[src/design/tkbd_pkg.sv]
// ----------------------------------------------------------------------------
// Touch key baseline detector package
// Widths, register indexes, key label table and the per-key update record.
// ----------------------------------------------------------------------------
`timescale 1ns / 1ps

package tkbd_pkg;

    localparam int NUM_KEYS  = 12;
    localparam int KEY_IDX_W = $clog2(NUM_KEYS);

    localparam int KEY_W    = 4;
    localparam int SAMPLE_W = 16;
    localparam int SUM_W    = 16;
    localparam int CNT_W    = 7;
    localparam int CHAR_W   = 7;
    localparam int CFG_W    = 7;
    localparam int CFG_IDX_W = 1;

    localparam int IN_DATA_W  = 24;
    localparam int OUT_DATA_W = 16;

    localparam logic [CFG_IDX_W-1:0] REG_CONFIRM = 1'd0;
    localparam logic [CFG_IDX_W-1:0] REG_HOLD    = 1'd1;

    localparam logic [CFG_W-1:0] CONFIRM_RESET = 7'd2;
    localparam logic [CFG_W-1:0] HOLD_RESET    = 7'd100;
    localparam logic [CNT_W-1:0] COUNT_MAX     = 7'd127;

    localparam logic REQ_CAL = 1'b0;
    localparam logic REQ_DET = 1'b1;

    typedef struct packed {
        logic             wr;
        logic [SUM_W-1:0] baseline;
        logic [CNT_W-1:0] count;
        logic             hit;
    } upd_t;

    function automatic logic [CHAR_W-1:0] key_label(input logic [KEY_W-1:0] key);
        logic [CHAR_W-1:0] ch;
        case (key)
            4'd0:    ch = 7'h30; // '0'
            4'd1:    ch = 7'h42; // 'B'
            4'd2:    ch = 7'h39; // '9'
            4'd3:    ch = 7'h36; // '6'
            4'd4:    ch = 7'h43; // 'C'
            4'd5:    ch = 7'h38; // '8'
            4'd6:    ch = 7'h35; // '5'
            4'd7:    ch = 7'h33; // '3'
            4'd8:    ch = 7'h37; // '7'
            4'd9:    ch = 7'h34; // '4'
            4'd10:   ch = 7'h31; // '1'
            4'd11:   ch = 7'h32; // '2'
            default: ch = 7'h2E; // '.'
        endcase
        return ch;
    endfunction

endpackage

[src/design/tkbd_eval.sv]
// ----------------------------------------------------------------------------
// Touch key baseline detector evaluation
// Thresholds, press counting and baseline tracking for one sample.
// ----------------------------------------------------------------------------
`timescale 1ns / 1ps

module tkbd_eval
(
    input  logic                          in_range,
    input  logic                          req_type,
    input  logic [tkbd_pkg::SAMPLE_W-1:0] sample,
    input  logic [tkbd_pkg::SUM_W-1:0]    baseline,
    input  logic [tkbd_pkg::CNT_W-1:0]    count,
    input  logic [tkbd_pkg::CFG_W-1:0]    confirm_count,
    input  logic [tkbd_pkg::CFG_W-1:0]    hold_limit,
    output tkbd_pkg::upd_t                upd
);

    logic [tkbd_pkg::SUM_W-1:0] press_th;
    logic [tkbd_pkg::SUM_W-1:0] release_th;
    logic [tkbd_pkg::SUM_W-1:0] tracked;
    logic [tkbd_pkg::CNT_W-1:0] bumped;
    logic                       cnt_zero;
    logic [tkbd_pkg::SUM_W-1:0] b_new;
    logic [tkbd_pkg::CNT_W-1:0] c_new;

    assign press_th   = (baseline >> 4) - (baseline >> 9);
    assign release_th = (baseline >> 4) - (baseline >> 10);
    assign tracked    = baseline + sample - (baseline >> 4);
    assign bumped     = (count >= tkbd_pkg::COUNT_MAX) ? tkbd_pkg::COUNT_MAX
                                                       : count + 7'd1;
    assign cnt_zero   = (count == '0);

    always_comb
    begin
        b_new = baseline;
        c_new = count;
        if (req_type == tkbd_pkg::REQ_CAL)
        begin
            b_new = baseline + sample;
            c_new = '0;
        end
        else if (!cnt_zero && (sample < release_th))
        begin
            if (count > hold_limit)
                b_new = tracked;
            else
                c_new = bumped;
        end
        else if (cnt_zero && (sample < press_th))
        begin
            c_new = 7'd1;
        end
        else
        begin
            c_new = '0;
            b_new = tracked;
        end
    end

    assign upd.wr       = in_range;
    assign upd.baseline = b_new;
    assign upd.count    = c_new;
    assign upd.hit      = in_range && (req_type == tkbd_pkg::REQ_DET)
                          && (c_new == confirm_count);

endmodule

[src/design/touch_key_baseline_detector.sv]
// ----------------------------------------------------------------------------
// Touch key baseline detector
// Takes one key sample per cycle and reports a key once its press count
// reaches confirm_count. Each item is registered on input, evaluated against
// the key's baseline held in flip-flops, and its result lands in an output
// register, and one item is accepted every cycle while input is not stalled;
// the baseline and count writes complete in the evaluation cycle, so a
// following item for the same key sees them. Input stalls only while a
// result waits in the output register and the item in evaluation makes one.
// Keys at or above NUM_KEYS are dropped. Registers: 0 confirm_count,
// 1 hold_limit.
// ----------------------------------------------------------------------------
`timescale 1ns / 1ps

module touch_key_baseline_detector
(
    input  logic                            clk,
    input  logic                            rst_n,

    input  logic                            cfg_wr_en,
    input  logic [tkbd_pkg::CFG_IDX_W-1:0]  cfg_index,
    input  logic [tkbd_pkg::CFG_W-1:0]      cfg_wdata,

    input  logic                            s_tvalid,
    output logic                            s_tready,
    input  logic [tkbd_pkg::IN_DATA_W-1:0]  s_tdata,  // key_index[3:0], sample[19:4]
    input  logic                            s_tuser,  // req_type

    output logic                            m_tvalid,
    input  logic                            m_tready,
    output logic [tkbd_pkg::OUT_DATA_W-1:0] m_tdata   // key_index_res[3:0], key_char[10:4]
);

    logic [tkbd_pkg::CFG_W-1:0] confirm_reg;
    logic [tkbd_pkg::CFG_W-1:0] hold_reg;

    logic [tkbd_pkg::SUM_W-1:0] baseline_reg [tkbd_pkg::NUM_KEYS];
    logic [tkbd_pkg::CNT_W-1:0] count_reg    [tkbd_pkg::NUM_KEYS];

    logic                          in_valid_reg;
    logic                          in_type_reg;
    logic [tkbd_pkg::KEY_W-1:0]    in_key_reg;
    logic [tkbd_pkg::SAMPLE_W-1:0] in_sample_reg;

    logic                          out_valid_reg;
    logic [tkbd_pkg::KEY_W-1:0]    out_key_reg;
    logic [tkbd_pkg::CHAR_W-1:0]   out_char_reg;

    logic                          in_range;
    logic [tkbd_pkg::KEY_IDX_W-1:0] idx;
    tkbd_pkg::upd_t                upd;
    logic                          eval_go;
    logic                          take;

    // config
    always_ff @(posedge clk or negedge rst_n)
    begin
        if (!rst_n)
        begin
            confirm_reg <= tkbd_pkg::CONFIRM_RESET;
            hold_reg    <= tkbd_pkg::HOLD_RESET;
        end
        else if (cfg_wr_en)
        begin
            unique case (cfg_index)
                tkbd_pkg::REG_CONFIRM: confirm_reg <= cfg_wdata;
                tkbd_pkg::REG_HOLD:    hold_reg    <= cfg_wdata;
                default: ;
            endcase
        end
    end

    assign in_range = (32'(in_key_reg) < tkbd_pkg::NUM_KEYS);
    assign idx      = in_range ? in_key_reg[tkbd_pkg::KEY_IDX_W-1:0] : '0;

    tkbd_eval u_eval
    (
        .in_range      (in_range),
        .req_type      (in_type_reg),
        .sample        (in_sample_reg),
        .baseline      (baseline_reg[idx]),
        .count         (count_reg[idx]),
        .confirm_count (confirm_reg),
        .hold_limit    (hold_reg),
        .upd           (upd)
    );

    assign eval_go  = in_valid_reg && (!upd.hit || !out_valid_reg || m_tready);
    assign s_tready = !in_valid_reg || eval_go;
    assign take     = s_tvalid && s_tready;

    // input register
    always_ff @(posedge clk or negedge rst_n)
    begin
        if (!rst_n)
            in_valid_reg <= 1'b0;
        else if (s_tready)
            in_valid_reg <= s_tvalid;
    end

    always_ff @(posedge clk)
    begin
        if (take)
        begin
            in_type_reg   <= s_tuser;
            in_key_reg    <= s_tdata[tkbd_pkg::KEY_W-1:0];
            in_sample_reg <= s_tdata[tkbd_pkg::KEY_W +: tkbd_pkg::SAMPLE_W];
        end
    end

    // per-key state
    always_ff @(posedge clk or negedge rst_n)
    begin
        if (!rst_n)
        begin
            for (int i = 0; i < tkbd_pkg::NUM_KEYS; i++)
            begin
                baseline_reg[i] <= '0;
                count_reg[i]    <= '0;
            end
        end
        else if (eval_go && upd.wr)
        begin
            baseline_reg[idx] <= upd.baseline;
            count_reg[idx]    <= upd.count;
        end
    end

    // result register
    always_ff @(posedge clk or negedge rst_n)
    begin
        if (!rst_n)
            out_valid_reg <= 1'b0;
        else if (eval_go && upd.hit)
            out_valid_reg <= 1'b1;
        else if (m_tready)
            out_valid_reg <= 1'b0;
    end

    always_ff @(posedge clk)
    begin
        if (eval_go && upd.hit)
        begin
            out_key_reg  <= in_key_reg;
            out_char_reg <= tkbd_pkg::key_label(in_key_reg);
        end
    end

    assign m_tvalid = out_valid_reg;
    assign m_tdata  = {5'b0, out_char_reg, out_key_reg};

endmodule

[config.mk]
export PLATFORM = sky130hd
export DESIGN_NAME = touch_key_baseline_detector
export DESIGN_NICKNAME = d
export VERILOG_FILES = /design/src/design/tkbd_pkg.sv /design/src/design/tkbd_eval.sv /design/src/design/touch_key_baseline_detector.sv
export SDC_FILE = /design/constraint.sdc
export NUM_CORES = 1
export LEC_CHECK = 0
export ABC_CLOCK_PERIOD_IN_PS = 9300
export BUFFER_PORTS_ARGS = -buffer_cell sky130_fd_sc_hd__buf_2
export CAP_MARGIN = 15
export CORE_MARGIN = 5
export CORE_UTILIZATION = 55
export CTS_BUF_LIST = sky130_fd_sc_hd__clkbuf_16
export CTS_CLUSTER_SIZE = 40
export DETAILED_ROUTE_END_ITERATION = 6
export HOLD_SLACK_MARGIN = 0.06
export PLACE_DENSITY = 0.72
export SETUP_SLACK_MARGIN = 0.3
export SYNTH_ARGS = -nofsm -noshare
export SYNTH_HDL_FRONTEND = slang
export SYNTH_SLANG_ARGS = --single-unit
[constraint.sdc]
create_clock -name clk -period 9.3 [get_ports clk]
set_input_delay 0.93 -clock clk [delete_from_list [all_inputs] [get_ports clk]]
set_output_delay 0.93 -clock clk [all_outputs]
set_load 0.005 [all_outputs]
==> flow_summary.yaml, run 1 <==
timing:
  tns_ns: 0
  period_share_pct: 92.8
  hold_viol: 0
  drv_slew: 0
  tightest_slew_ns: 1.18
  fmax_mhz: 116
  skew_ns: 0.0242
  period_minus_slack_ns: 8.63
  slew-limit-headroom_pct: 21.2
  rsz0062_at_grt: "no"
  setup_viol_count_final: 0
worst_setup_path:
  cp_max_fo: 28
  rr_endpoint: "baseline_reg[64]$_DFFE_PN0P_"
  required_ns: 8.37
  start_kind: "flop"
  end_kind: "output port"
  rr_worst_depth: 30
  slowest_delay_ns: 0.52
  slowest_stage: "edfxtp_1"
  reg2reg_slack_ns: 0.79
  cp.arrival_ns: 7.70
  crit_type: "reg -> out"
  reg2reg_from: "in_key_reg[3]$_DFFE_PP_"
grt:
  grt_pass1_wl_um: 70800
  grt-ovfl-total: 0
  grt_max_degree: 83
  antenna_found_initial: 0
  grt.total_usage_pct: 23.8
  grt_pass1_vias: 13300
clock_network:
  clock_sinks: 324
  clock_path_buffers: 3
  clkSlewWorstSetupHoldPaths_ns: 0.06
  holdBufCountCts: 0
  numCtsBuffers: 36
  clock-root-buffer: "clkbuf_16"
  htree_levels: 2
  clock_latency_ns: 0.54
  cts_tree: "yes"
drt:
  num_vias: 13000
  firstDrtPassIters: 7
  initialDrtViolationCount: 907
  routed_via_density: 6.11
  avgRoutedWirePerCell_um: 20.3
  ant_nets: 0
  wirelength_um: 43300
  drc: 0
power_and_ir_drop:
  p_switching_mw: 2.36
  netSwitchingFraction_pct: 37.8
  combPwrFrac_pct: 43.4
  internal-power_mw: 3.88
  sequentialPowerShare_pct: 33.8
  p_leak_nw: 9.18
  peakVddDrop_mv: 0.190
  p_total_mw: 6.23
  p_clk_share_pct: 22.8
  powerDensity_nw_per_um2: 306
run_status:
  status: "finished clean"
floorplan:
  die_h_um: 193
  placeableCoreArea_um2: 32700
  io_pins: 56
  die_w_um: 193
  die_area_um2: 37100
  row_count: 66
  start_util_pct: 56.1
yosys:
  async_flop_share_pct: 90.1
  ys_types: 86
  synth_ff_type: "dfrtp_1"
  ys_seq_elements: 324
  syn-instance-count: 1623
  ys.warnings.count: 0
  synth.cell_area_um2: 18300
  yosysSeqAreaShare_pct: 45.1
  avgSynthCellArea_um2: 11.3
  synth_edf_count: 32
final_layout:
  final_common_cell: "dfrtp_1"
  syn2layout_area_growth_pct: 11.2
  fin_nets: 1793
  drive_gt1_share_pct: 17.2
  n_fill_cell: 2562
  largest_register_ffs: 192
  final_cell_mix: "dfrtp_1, mux2_1, mux2_2"
run:
  drv_cap: 0
placement:
  port_buffers: 46
  dp.final_hpwl_um: 29800
  gp_congestion: 0.855
hold_path:
  min_path_type: "in -> async"
[critical path, delay by kind of cell (launching register included)]
kind,cells,cell delay [ns]
buffers and inverters,5,0.60
AND/OR/NAND/NOR,8,1.89
flip-flops,1,0.52
adder cells (fa/ha/maj),4,1.24
AO/OA/AOI/OAI,12,2.89
[cell families after synthesis]
| kind of cell | share of synthesized area, % |
|---|---|
| fa+ha+maj | 6.44 |
| other cells | 0.0204 |
| flops | 45.1 |
| compound gates | 13.1 |
| simple gates | 8.32 |
| buf+inv | 4.29 |
| xor+xnor | 1.58 |
| mux | 21.2 |
[cell type report]
class | count | area [um2] | area share [%]
Clock inverter | 30 | 287 | 1.40
Sequential cell | 324 | 8270 | 40.6
Timing Repair Buffer | 108 | 703 | 3.45
Clock buffer | 36 | 901 | 4.42
Antenna cell | 1 | 2.50 | 0.0123
Inverter | 69 | 263 | 1.29
Multi-Input combinational cell | 1124 | 9420 | 46.2
Tap cell | 442 | 553 | 2.71
[timing repair]
action                                 4_1_cts  5_1_grt
setup endpoints to repair                    0      266
resized for setup                            0        9
endpoints found under the hold margin        0        0
setup buffers                                0        9
[power by group through the flow]
| stage | clock (mW) | sequential (mW) | combinational (mW) |
|---|---|---|---|
| after global routing | 1.50 | 2.16 | 3.03 |
| after CTS | 1.45 | 2.11 | 2.69 |
| after global placement | 0 | 2.10 | 2.55 |
| final | 1.42 | 2.11 | 2.71 |
| after detailed placement | 0 | 2.13 | 2.66 |
| after floorplan | 0 | 2.06 | 2.05 |
[synthesized netlist by cell type, types with 28 or more instances]
cell type,count,share of area (%)
a21oi_1,90,2.5
buf_2,29,0.79
clkbuf_1,62,1.3
dfrtp_1,288,39
edfxtp_1,32,5.2
ha_1,88,6.0
inv_1,66,1.4
mux2_1,209,13
mux2_2,91,5.6
mux2i_1,50,2.7
nand2_1,51,1.0
nor2_1,82,1.7
nor3_1,32,0.87
o21ai_0,64,1.7
xnor2_1,28,1.3
[worst max path at each step]
| stage | from | end | slack, ns |
|---|---|---|---|
| finish | in_key_reg[3]$_DFFE_PP_ | s_tready | 0.67 |
| global route | in_key_reg[3]$_DFFE_PP_ | s_tready | 0.30 |
| CTS | in_key_reg[2]$_DFFE_PP_ | s_tready | 0.30 |
| detailed placement | in_key_reg[2]$_DFFE_PP_ | baseline_reg[64]$_DFFE_PN0P_ | 0.48 |
| global placement | in_key_reg[2]$_DFFE_PP_ | baseline_reg[131]$_DFFE_PN0P_ | 0.71 |
| floorplan | in_key_reg[0]$_DFFE_PP_ | in_key_reg[0]$_DFFE_PP_ | 1.40 |
[through the flow]
| step | hold slack, ns | cells | cell area, um2 | util, % | worst slack [ns] |
|---|---|---|---|---|---|
| global placement | 0.459 | 2057 | 19100 | 58.4 | 0.714 |
| global route | 0.399 | 2133 | 20400 | 62.4 | 0.299 |
| floorplan | 0.448 | 1627 | 18400 | - | 1.40 |
| finish | 0.350 | 2134 | 20400 | 62.4 | 0.666 |
| CTS | 0.383 | 2124 | 20300 | 62.1 | 0.302 |
| detailed placement | 0.468 | 2058 | 19100 | 58.4 | 0.481 |
[per-layer routing]
| metal | track usage [%] | part of all wire, % | up-vias |
|---|---|---|---|
| met5 | 0 | 0 | - |
| met4 | 5.95 | 2.1 | 0 |
| met3 | 3.76 | 5.0 | 68 |
| met2 | 39.3 | 47 | 306 |
| met1 | 33.0 | 46 | 6585 |
| li1 | - | - | 6070 |
No activity file was read; power rests on OpenSTA's default activity.
==> run 2: changes to the inputs <==
Settings changed: CTS_BUF_LIST sky130_fd_sc_hd__clkbuf_16 to default, CTS_CLUSTER_SIZE 40 to default.
==> run 2 against run 1 <==
- count of clock-buffer cells in the layout increased by 10
- critical path depth unchanged
- maximum frequency about the same
- routed wire length about the same
- critical endpoint unchanged
- largest cell class unchanged
==> flow_summary.yaml, run 2 (synthesis gave the netlist of run 1 again) <==
grt:
  grt_max_degree: 83
  grt-ovfl-total: 0
  grt_pass1_vias: 13300
  grt.total_usage_pct: 23.8
  grt_pass1_wl_um: 70800
  antenna_found_initial: 0
clock_network:
  htree_levels: 2
  clock_latency_ns: 0.54
  clkSlewWorstSetupHoldPaths_ns: 0.06
  clock_sinks: 324
  clock-root-buffer: "clkbuf_16"
  clock_path_buffers: 3
  cts_tree: "yes"
  numCtsBuffers: 36
worst_setup_path:
  end_kind: "output port"
  slowest_delay_ns: 0.52
  required_ns: 8.37
  rr_worst_depth: 30
  cp_max_fo: 28
  crit_type: "reg -> out"
  slowest_stage: "edfxtp_1"
  reg2reg_slack_ns: 0.79
  rr_endpoint: "baseline_reg[64]$_DFFE_PN0P_"
  start_kind: "flop"
  reg2reg_from: "in_key_reg[3]$_DFFE_PP_"
  cp.arrival_ns: 7.71
drt:
  num_vias: 13100
  ant_nets: 0
  firstDrtPassIters: 5
  drc: 0
  initialDrtViolationCount: 820
  routed_via_density: 6.13
  wirelength_um: 43300
  avgRoutedWirePerCell_um: 20.3
timing:
  skew_ns: 0.0244
  tightest_slew_ns: 1.18
  drv_slew: 0
  period_minus_slack_ns: 8.64
  setup_viol_count_final: 0
  period_share_pct: 92.9
  final.setup.worst_slack_ns: 0.660
  slew-limit-headroom_pct: 20.9
  tns_ns: 0
  hold_viol: 0
  rsz0062_at_grt: "no"
  fmax_mhz: 116
power_and_ir_drop:
  p_leak_nw: 9.19
  combPwrFrac_pct: 43.1
  netSwitchingFraction_pct: 37.6
  internal-power_mw: 3.92
  p_switching_mw: 2.36
  p_total_mw: 6.29
  powerDensity_nw_per_um2: 307
  sequentialPowerShare_pct: 33.5
  peakVddDrop_mv: 0.189
  p_clk_share_pct: 23.3
placement:
  port_buffers: 46
  place_inst: 2058
  gp_congestion: 0.855
  dp.final_hpwl_um: 29800
  dp_slack_ns: 0.481
floorplan:
  die_area_um2: 37100
  placeableCoreArea_um2: 32700
  row_count: 66
  io_pins: 56
  die_h_um: 193
  start_util_pct: 56.1
  die_w_um: 193
final_layout:
  n_fill_cell: 2553
  largest_register_ffs: 192
  antenna_cells: 0
  final_cell_mix: "dfrtp_1, mux2_1, mux2_2"
  syn2layout_area_growth_pct: 11.5
  final_cells: 2133
  drive_gt1_share_pct: 17.5
  final_common_cell: "dfrtp_1"
  multi_input_area_um2: 9420
  fin_nets: 1793
  seq_area_um2: 8270
  postLayoutCoreUtil_pct: 62.5
hold_path:
  min_path_type: "in -> async"
run:
  drv_cap: 0
run_status:
  status: "finished clean"
==> run 2: cell count changes in the layout (fill, tap and decap cells not counted) <==
cell and delta:
inv_1 -5, diode_2 -1, clkbuf_1 +5, clkbuf_8 +5, clkinv_1 -5
==> run 2: critical path, delay by kind of cell (launching register included) <==
| kind | cells | cell delay, ns |
|---|---|---|
| DFF | 1 | 0.52 |
| AOI/OAI and AO/OA | 12 | 2.92 |
| adders and majority gates | 4 | 1.24 |
| and+or+nand+nor | 8 | 1.91 |
| buffers and inverters | 5 | 0.60 |
==> run 2: how the worst max path moves through the flow <==
| stage | cells past startpoint | endpoint | start | slack (ns) |
|---|---|---|---|---|
| final | 29 | s_tready | in_key_reg[3]$_DFFE_PP_ | 0.66 |
| after global routing | 29 | s_tready | in_key_reg[3]$_DFFE_PP_ | 0.30 |
| after CTS | 28 | s_tready | in_key_reg[2]$_DFFE_PP_ | 0.30 |
| after detailed placement | 29 | baseline_reg[64]$_DFFE_PN0P_ | in_key_reg[2]$_DFFE_PP_ | 0.48 |
| after global placement | 29 | baseline_reg[131]$_DFFE_PN0P_ | in_key_reg[2]$_DFFE_PP_ | 0.71 |
| after floorplan | 33 | in_key_reg[0]$_DFFE_PP_ | in_key_reg[0]$_DFFE_PP_ | 1.40 |
==> run 2: power groups by stage <==
stage / registers [mW] / clock network, mW / logic, mW
2_1_floorplan: 2.06 / 0 / 2.05
3_3_place_gp: 2.10 / 0 / 2.55
3_5_place_dp: 2.13 / 0 / 2.66
4_1_cts: 2.11 / 1.49 / 2.69
5_1_grt: 2.16 / 1.55 / 3.03
6_report: 2.11 / 1.47 / 2.71
==> run 2: routing by layer <==
metal  GRT usage (%)  vias up  share of wire, %
li1                -     6066                 -
met1            33.0     6602                45
met2            39.2      345                47
met3            3.76       62               5.4
met4            5.95        0               2.1
met5               0        -                 0
==> run 2: what timing repair did <==
| action | in CTS | in global routing |
|---|---|---|
| gates resized for setup | 0 | 9 |
| hold buffers | 0 | 0 |
| setup endpoints to repair | 0 | 266 |
| buffers inserted | 0 | 9 |
==> run 2: layout make-up <==
class | count | area share, %
Timing Repair Buffer | 108 | 3.44
Clock inverter | 20 | 1.22
Sequential cell | 324 | 40.5
Inverter | 69 | 1.29
Multi-Input combinational cell | 1124 | 46.1
Clock buffer | 46 | 4.83
Tap cell | 442 | 2.71
==> run 2: metrics by stage <==
step / instance area, um2 / hold slack [ns]
finish: 20400 / 0.349
global route: 20400 / 0.398
CTS: 20300 / 0.382
detailed placement: 19100 / 0.468
global placement: 19100 / 0.459
floorplan: 18400 / 0.448
==> run 3: changes to the inputs <==
Settings changed: ABC_AREA from default to 1, SYNTH_HIERARCHICAL from default to 1.
==> run 3 against run 2 <==
- clock skew shrank 0.0069 ns
- cell area up 0.16%
- register-to-register slack improved by 0.27 ns
- synthesized cell count increased by 54%
- total power is 2.2% lower
- setup slack improved by 0.32 ns
- count of clock-buffer cells in the layout is 7 higher
- non-clock buffer count is 32 lower
- routed wire length grew 16%
- worst hold slack gained 0.14 ns
- largest cell class unchanged
- largest power group unchanged
- highest routed layer unchanged
==> flow_summary.yaml, run 3 <==
run_status:
  status: "finished clean"
yosys:
  avgSynthCellArea_um2: 7.54
  synth_top_area_share_pct: 38.3
  ys.warnings.count: 6
  synth_edf_count: 32
  synth_ff_type: "dfrtp_1"
  synth.most_common_cell: "nand2_1"
  synth_top_cell_by_area: "dfrtp_1"
  synth.cell_area_um2: 18800
  yosysSeqAreaShare_pct: 44.0
  async_flop_share_pct: 90.1
  synth.area.top_cells: "dfrtp_1, nand2_1, ha_1"
  syn-instance-count: 2492
  ys_seq_elements: 324
  synth_top_cells_by_count: "nand2_1, dfrtp_1, a21oi_1, nor2_1, inv_1"
  ys_types: 48
final_layout:
  multi_input_area_um2: 9190
  antenna_cells: 0
  fin_area_um2: 20500
  final_common_cell: "nand2_1"
  drive_gt1_share_pct: 7.05
  largest_register_ffs: 192
  n_fill_cell: 3014
  syn2layout_area_growth_pct: 8.95
  fin_nets: 2615
  seq_area_um2: 8270
  postLayoutCoreUtil_pct: 60.9
  final_cell_mix: "nand2_1, dfrtp_1, a21oi_1"
drt:
  avgRoutedWirePerCell_um: 17.0
  num_vias: 16700
  firstDrtPassIters: 6
  wirelength_um: 50400
  routed_via_density: 5.64
  ant_nets: 0
  drc: 0
  initialDrtViolationCount: 1351
run:
  drv_cap: 0
worst_setup_path:
  crit_type: "reg -> out"
  slowest_delay_ns: 0.52
  cp_max_fo: 19
  slowest_stage: "edfxtp_1"
  end_kind: "output port"
  start_kind: "flop"
  crit_top_cell: "nand2_1"
  cp.arrival_ns: 7.39
  required_ns: 8.37
power_and_ir_drop:
  p_clk_share_pct: 22.0
  powerDensity_nw_per_um2: 300
  internal-power_mw: 3.63
  p_leak_nw: 9.91
  peakVddDrop_mv: 0.198
  combPwrFrac_pct: 43.1
  netSwitchingFraction_pct: 41.0
  sequentialPowerShare_pct: 35.0
  p_switching_mw: 2.52
floorplan:
  die_h_um: 195
  start_util_pct: 55.9
  placeableCoreArea_um2: 33600
  io_pins: 56
  die_area_um2: 38000
  die_w_um: 195
  row_count: 67
grt:
  grt_max_degree: 162
  grt_pass1_vias: 16100
  grt_pass1_wl_um: 83400
  grt.total_usage_pct: 26.6
  antenna_found_initial: 0
  grt-ovfl-total: 0
timing:
  drv_slew: 0
  hold_viol: 0
  fmax_mhz: 120
  skew_ns: 0.0175
  setup_viol_count_final: 0
  period_minus_slack_ns: 8.32
  holdWs_ns: 0.485
  tightest_slew_ns: 1.10
  slew-limit-headroom_pct: 26.6
  tns_ns: 0
  period_share_pct: 89.5
  rsz0062_at_grt: "no"
placement:
  gp_congestion: 0.946
  dp.final_hpwl_um: 34000
  port_buffers: 46
  placed_area_um2: 19300
clock_network:
  htree_levels: 2
  cts_tree: "yes"
  clock_path_buffers: 3
  clock_sinks: 324
  clkSlewWorstSetupHoldPaths_ns: 0.05
  clock-root-buffer: "clkbuf_16"
  holdBufCountCts: 0
  numCtsBuffers: 36
  clock_latency_ns: 0.54
hold_path:
  min_path_type: "reg -> reg"
==> run 3: cell count changes in the layout (fill, tap and decap cells not counted), moves of 91 or more <==
cell / delta
a21oi_1: +128
inv_1: +148
mux2_1: -209
mux2_2: -91
nand2_1: +671
nand3_1: +178
nor2_1: +135
o21ai_0: +113
==> run 3: area by class of cell <==
cell class / instances / share of cell area (%)
Timing Repair Buffer: 76 / 2.49
Sequential cell: 324 / 40.4
Clock inverter: 9 / 0.293
Multi-Input combinational cell: 1826 / 44.9
Inverter: 221 / 4.07
Tap cell: 448 / 2.74
Clock buffer: 53 / 5.11
==> run 3: cell families (layout without fill, tap and decap cells) <==
kind of cell | Yosys count | after routing | synth area share, %
XOR/XNOR | 41 | 41 | 1.91
buffers and inverters | 346 | 359 | 7.52
other | 1 | 5 | 0.0200
AO/OA/AOI/OAI | 483 | 483 | 13.5
AND/OR/NAND/NOR | 1205 | 1205 | 26.8
adder cells (fa/ha/maj) | 92 | 92 | 6.28
flip-flops | 324 | 324 | 44.0
==> run 3: worst paths after layout <==
path / from / end / slack [ns] / depth (start not counted)
max in group asynchronous: rst_n / baseline_reg[40]$_DFFE_PN0P_ / 7.42 / 2
min in group asynchronous: rst_n / count_reg[61]$_DFFE_PN0P_ / 0.52 / 1
setup / recovery: in_key_reg[3]$_DFFE_PP_ / s_tready / 0.98 / 32
hold reg to reg: baseline_reg[109]$_DFFE_PN0P_ / baseline_reg[109]$_DFFE_PN0P_ / 0.48 / 2
hold / removal: baseline_reg[109]$_DFFE_PN0P_ / baseline_reg[109]$_DFFE_PN0P_ / 0.48 / 2
setup reg to reg: in_key_reg[3]$_DFFE_PP_ / count_reg[41]$_DFFE_PN0P_ / 1.06 / 36
==> run 3: timing repair <==
action	CTS	global route
resized for setup	0	9
buffers inserted	0	2
setup endpoints to repair	0	254
==> run 3: metrics by stage <==
step / worst slack [ns] / total power [mW] / std cells
after floorplan: 3.07 / 4.11 / 2496
after global placement: 0.902 / 4.66 / 2893
after detailed placement: 0.738 / 4.76 / 2893
after CTS: 0.462 / 6.14 / 2955
after global routing: 0.361 / 6.65 / 2957
final: 0.979 / 6.15 / 2957
==> run 3: critical path: cells and delay by family (launching register included) <==
family,cells,cell delay [ns]
compound gates,5,0.82
buf+inv,5,1.09
fa+ha+maj,3,1.08
simple gates,19,3.34
flops,1,0.52
==> run 3: routing by layer <==
metal / up-vias / share of wire (%) / global-route usage, %
li1: 8092 / - / -
met1: 7948 / 43 / 36.5
met2: 553 / 48 / 44.7
met3: 95 / 6.1 / 3.32
met4: 0 / 2.9 / 7.89
met5: - / 0 / 0
==> run 3: power groups by stage <==
stage	clock [mW]	combinational, mW	sequential [mW]
3_3_place_gp	0	2.50	2.16
2_1_floorplan	0	1.99	2.11
4_1_cts	1.38	2.61	2.15
5_1_grt	1.43	3.01	2.21
6_report	1.35	2.65	2.15
3_5_place_dp	0	2.58	2.18
